--- src/rtl/level_file_bound_indexer_unit_defines.svh ---
// Assertion helpers for the bound indexer.
`ifndef LEVEL_FILE_BOUND_INDEXER_UNIT_DEFINES_SVH
`define LEVEL_FILE_BOUND_INDEXER_UNIT_DEFINES_SVH

`define LFBI_ASSERT_IMP(label, clk, rst_n, ante, cons) \
    label: assert property (@(posedge clk) disable iff (!rst_n) (ante) |-> (cons)) \
        else $error("assertion failed");

`define LFBI_ASSERT_NXT(label, clk, rst_n, ante, cons) \
    label: assert property (@(posedge clk) disable iff (!rst_n) (ante) |=> (cons)) \
        else $error("assertion failed");

`endif

--- src/rtl/lfbi_pkg.sv ---
`timescale 1ns / 1ps
package lfbi_pkg;
    localparam int MaxLevels = 8;
    localparam int MaxFiles  = 64;
    localparam int KeyBits   = 64;

    localparam logic [1:0] OP_WRITE  = 2'd0;
    localparam logic [1:0] OP_COUNT  = 2'd1;
    localparam logic [1:0] OP_BUILD  = 2'd2;
    localparam logic [1:0] OP_LOOKUP = 2'd3;

    localparam logic [1:0] F_SM_LB = 2'd0;
    localparam logic [1:0] F_LG_LB = 2'd1;
    localparam logic [1:0] F_SM_RB = 2'd2;
    localparam logic [1:0] F_LG_RB = 2'd3;

    localparam logic [1:0] REG_LEVELS_ADDR  = 2'd0;
    localparam logic [3:0] REG_LEVELS_RESET = 4'd7;

    // Result of one key comparison inside the walker.
    typedef struct packed {
        logic lt;
        logic gt;
    } t_cmp;
endpackage

--- src/rtl/lfbi_cmp.sv ---
`timescale 1ns / 1ps
module lfbi_cmp #(
    parameter int KEY_BITS = lfbi_pkg::KeyBits
) (
    input  logic [KEY_BITS-1:0] i_a,
    input  logic [KEY_BITS-1:0] i_b,
    output lfbi_pkg::t_cmp      o_cmp
);
    assign o_cmp.lt = i_a < i_b;
    assign o_cmp.gt = i_a > i_b;
endmodule
--- config.mk ---
export PLATFORM = sky130hd
export DESIGN_NAME = lfbi_cmp
export DESIGN_NICKNAME = d
export VERILOG_FILES = /design/src/rtl/level_file_bound_indexer_unit_defines.svh /design/src/rtl/lfbi_pkg.sv /design/src/rtl/lfbi_cmp.sv
export SDC_FILE = /design/constraint.sdc
export NUM_CORES = 1
export LEC_CHECK = 0
export BUFFER_PORTS_ARGS = -buffer_cell sky130_fd_sc_hd__buf_2
export CAP_MARGIN = 15
export CORE_MARGIN = 5
export CORE_UTILIZATION = 42
export DETAILED_ROUTE_END_ITERATION = 8
export PLACE_DENSITY = 0.95
export REMOVE_ABC_BUFFERS = 1
export SETUP_SLACK_MARGIN = 0.5
export SYNTH_ARGS = -nofsm -noshare
export SYNTH_HDL_FRONTEND = slang
export SYNTH_SLANG_ARGS = --single-unit
--- constraint.sdc ---
create_clock -name vclk -period 2.3
set_input_delay 0.23 -clock vclk [all_inputs]
set_output_delay 0.23 -clock vclk [all_outputs]
set_load 0.01 [all_outputs]
# [Yosys cells after proc, flatten, opt, wreduce, memory -nomap -nowiden]
# Cells that the tools add are included.
[classes] magnitude_cmp=2
[ops] op="64-bit greater-than comparator" n=1
[ops] op="64-bit less-than comparator" n=1
[word_totals] register_bits=0 in_bits=128 output_inout_bits=2 elab_cells=2

# [Longest topological paths before layout]
# Gate-level depths: netlist (run 1).
[depth] ltp_word=1 ltp_mapped=8 mapped_depth_nobuf=8

# [Worst setup path after synthesis (run 1)]
# Ideal clock, no wire load.
[synth_path] path_kind="in2out" from="input port i_b[11]" to="output port o_cmp[1] (netlist name)" t_arrival_ps=1776 setup_slack_ps=294 cell_stages=8 path_cell_list="inv_1 > ha_1 > a21oi_2 > o21ai_1 > a211o_1 > a211o_1 > o311ai_1 > and2_1"
[synth_rtl] element="from (decl)" line="lfbi_cmp.sv:6" source="input logic [KEY_BITS-1:0] i_b,"
[synth_rtl] element="to (decl)" line="lfbi_cmp.sv:7" source="output lfbi_pkg::t_cmp o_cmp"

==> results.cfg, run 1 <==
[run_status]
status = finished clean

[synth]
synthTopCellsByCount = ha_1 (64), inv_1 (64), a21oi_1 (25)
synth.distinct_cells = 27
synthCells = 227
synth_warnings = 0
netlist.area_leader.share_pct = 49.2
yosys.area.top_type = ha_1
avgSynthCellArea_um2 = 7.17
ys_seq_area_share_pct = 0
synth_area_mm2 = 0.00163
synthTopCellsByArea = ha_1 (49%), inv_1 (15%), a21oi_1 (7.7%), nand4_1 (5.0%), nand3_1 (3.1%)

[global_routing]
grt_pass1_wl_mm = 8.87
grt_usage_pct = 20.3
grt_max_degree = 5
grt-ovfl-total = 0
antenna_found_initial = 0
grt_pass1_vias = 2276

[pwr]
p_total_uw = 497
p_per_area_mw_per_mm2 = 167
p_seq_share_pct = 0
vdd_drop_max_mv = 0.0887
p_sw_share_pct = 45.7
power.share.combinational_pct = 100.0
p_sw_uw = 227
p_leak_uw = 0.00165
p_int_uw = 270
power_frac_clock_pct = 0

[sta]
drv_slew = 0
finalSetupTns_ns = 0
fin_ws_ns = 0.114
finalHoldViolCount = 0
finalCritPeriodShare_pct = 95.1
worst_slew_pin_slew_ns = 0.436
period_minus_slack_ns = 2.19
fmax_mhz = 457
slew_headroom_pct = 70.7
setup_viol = 0
rsz0062_at_grt = true

[detailed_routing]
detail_route.wl_per_cell_um = 15.3
vias = 2182
ant_nets = 0
first_pass_iters = 4
drc = 0
wl_mm = 6.41
vias_per_cell = 5.22
drt-initial-drc-count = 50

[worst_setup_path]
cp.required_ns = 2.07
crit_arrival_ns = 1.96
crit_path_max_fanout = 2
crit_type = input pin to output pin
endpoint_kind = output pin
startpoint_type = input pin

[layout]
synthToLayoutAreaGrowth_pct = 82.5
drive_gt1_share_pct = 55.7
postLayoutCoreUtil_pct = 79.9
final.clkbuf_count = 0
nets = 564
n_sequential_cell = 0
seqCellArea_um2 = 0
insertedDiodeCount = 0
stdcell_count = 418

[floorplanning]
boundaryPins = 130
dieArea_mm2 = 0.00522
coreArea_mm2 = 0.00372
rows = 22
start_util_pct = 43.8
die_w_um = 72.2
die_height_um = 72.2

[place]
io_buffers = 130
gp_routability_congestion = 0.851
dp_slack_ns = 0.0192
dp_hpwl_mm = 4.68
place_inst = 407

[clock_network]
hold_buffers = 0

[min_path]
hold_class = input pin to output pin

[job]
cap_viol_max_count = 0
power groups by stage:
stage	combinational, uW	clock, uW	sequential [uW]
6_report	497	0	0
4_1_cts	431	0	0
5_1_grt	557	0	0
3_3_place_gp	346	0	0
3_5_place_dp	364	0	0
2_1_floorplan	199	0	0
through the flow:
stage | instance area (um2) | hold slack [ns]
after floorplan | 1630 | 0.878
after global placement | 2350 | 1.12
after detailed placement | 2350 | 1.10
after CTS | 2710 | 1.12
after global routing | 2970 | 1.19
final | 2970 | 1.10
cell type report:
cell class                      count  area, um2
Tap cell                           48       60.1
Fill cell                         251        747
Timing Repair Buffer              143        855
Multi-Input combinational cell    163       1810
Inverter                           64        243
critical path, cell delays in order:
cell and delay [ns]:
buf_6 0.10, ha_4 0.26, nand4_1 0.17, nor4b_4 0.39, nand3_2 0.17, buf_4 0.17
nor4_1 0.26, a21oi_1 0.06, buf_2 0.15
final timing paths:
check	from	to	slack, ns	cells past startpoint
setup / recovery	i_a[19]	o_cmp[0]	0.11	9
hold / removal	i_a[63]	o_cmp[0]	1.10	7
metal layers:
metal  wire length (um)  global-route usage [%]  vias to the layer above
met4                178                    3.34                        0
met3                377                    1.52                       18
met2               3630                    44.1                      100
li1                   -                       -                     1084
met5                  0                       0                        -
met1               2220                    20.6                      980
what timing repair did:
item,CTS,global route
pin swaps,21,18
setup buffers,9,2
hold endpoints to repair,0,0
endpoints found under the setup margin,2,2
gates resized for setup,39,43
cloned,0,0
logic make-up after synthesis:
kind of cell	count (synthesis)	synth area share, %
buffers and inverters	64	14.8
AO/OA/AOI/OAI	50	19.2
AND/OR/NAND/NOR	49	16.8
adder cells (fa/ha/maj)	64	49.2
layout by cell type, fill, tap and decap left out, types with 2 or more instances in the layout:
master / netlist / routed
nor3_1: 3 / 2
inv_1: 64 / 42
buf_2: 0 / 113
ha_4: 0 / 27
a211o_1: 4 / 4
nand2_1: 10 / 10
o21ai_0: 5 / 5
o21ai_1: 2 / 2
buf_4: 0 / 13
nand3_1: 10 / 9
a21oi_1: 25 / 22
ha_1: 64 / 37
a21o_1: 6 / 6
a21oi_2: 1 / 4
inv_2: 0 / 21
buf_6: 0 / 17
nor2_1: 3 / 2
and4_1: 3 / 2
nand4_1: 13 / 13
No activity file was read; power rests on OpenSTA's default activity.
==> run 2: changes to the inputs <==
--- a/config.mk
+++ b/config.mk
@@ -10,6 +10,7 @@
 export CORE_MARGIN = 5
 export CORE_UTILIZATION = 42
 export DETAILED_ROUTE_END_ITERATION = 8
+export MAX_ROUTING_LAYER = met4
 export PLACE_DENSITY = 0.95
 export REMOVE_ABC_BUFFERS = 1
 export SETUP_SLACK_MARGIN = 0.5
==> run 2 against run 1 <==
Against the previous run:
- largest power group unchanged
- highest routed layer unchanged
- worst hold slack got worse by 0.00079 ns
- core utilization did not move
- combinational power barely moved
- critical path depth did not move
- global-route usage rose by 0.65 points
==> results.cfg, run 2 (synthesis gave the netlist of run 1 again) <==
[sta]
rsz0062_at_grt = true
drv_slew = 0
finalCritPeriodShare_pct = 95.0
period_minus_slack_ns = 2.18
worst_slew_pin_slew_ns = 0.436
finalHoldViolCount = 0
fmax_mhz = 458
finalSetupTns_ns = 0
setup_viol = 0
slew_headroom_pct = 70.7

[floorplanning]
boundaryPins = 130
die_w_um = 72.2
coreArea_mm2 = 0.00372
rows = 22
start_util_pct = 43.8
dieArea_mm2 = 0.00522
die_height_um = 72.2

[layout]
insertedDiodeCount = 0
n_sequential_cell = 0
postLayoutCoreUtil_pct = 79.9
design_area_mm2 = 0.00297
nets = 564
synthToLayoutAreaGrowth_pct = 82.5
most-common-layout-cells = buf_2 (113), inv_1 (42), ha_1 (37)
final_common_cell = buf_2
drive_gt1_share_pct = 55.7
final.clkbuf_count = 0
stdcell_count = 418
seqCellArea_um2 = 0

[global_routing]
met3_usage_pct = 1.39
grt_max_degree = 5
grt-busiest-layer = met2
grt_pass1_wl_mm = 8.90
antenna_found_initial = 0
grt_pass1_vias = 2270
grt_usage_pct = 21.0
met2_usage_pct = 44.3
met1_usage_pct = 20.8
grt-ovfl-total = 0

[place]
io_buffers = 130
place_area_mm2 = 0.00235
place_inst = 407
dp_hpwl_mm = 4.68
gp_routability_congestion = 0.864

[detailed_routing]
wl_mm = 6.41
drt-initial-drc-count = 38
vias_per_cell = 5.21
ant_nets = 0
first_pass_iters = 4
detail_route.wl_per_cell_um = 15.3
vias = 2179
drc = 0

[worst_setup_path]
crit_path_max_fanout = 2
crit_arrival_ns = 1.95
startpoint_type = input pin
endpoint_kind = output pin
crit_start = i_a[19]
cp.required_ns = 2.07
crit_type = input pin to output pin

[clock_network]
hold_buffers = 0

[pwr]
p_leak_uw = 0.00165
p_per_area_mw_per_mm2 = 168
vdd_drop_max_mv = 0.0887

[min_path]
hold_start = i_a[63]
hold_class = input pin to output pin

[job]
cap_viol_max_count = 0

[run_status]
status = finished clean
## run 2: worst paths after layout
check        to  cells past startpoint
max    o_cmp[0]                      9
min    o_cmp[0]                      7
## run 2: critical path, cell delays in order
cell and delay (ns):
buf_6 0.10, ha_4 0.26, nand4_1 0.17, nor4b_4 0.39, nand3_2 0.17, buf_4 0.17
nor4_1 0.26, a21oi_1 0.06, buf_2 0.14
## run 2: power by group
part / leakage [uW] / switching [uW] / internal [uW]
Clock: 0 / 0 / 0
Combinational: 0.00165 / 227 / 270
Sequential: 0 / 0 / 0
## run 2: cell type report
type	instances	area (um2)
Tap cell	48	60.1
Inverter	64	243
Timing Repair Buffer	143	855
Fill cell	251	747
Multi-Input combinational cell	163	1810
## run 2: what timing repair did
item | CTS | global route
pin swaps | 21 | 18
setup buffers | 9 | 2
gates resized for setup | 39 | 43
setup endpoints to repair | 2 | 2
## run 2: metrics by stage
step | power (uW) | setup WS (ns) | hold slack, ns
2_1_floorplan | 199 | 0.294 | 0.878
3_3_place_gp | 346 | 0.0490 | 1.12
3_5_place_dp | 364 | 0.0192 | 1.10
4_1_cts | 431 | 0.155 | 1.12
5_1_grt | 557 | 0.00255 | 1.19
6_report | 498 | 0.116 | 1.10
## run 2: layer usage
metal,part of all wire (%),vias up
li1,-,1083
met1,35,982
met2,57,98
met3,5.7,16
met4,2.5,0
met5,0,-
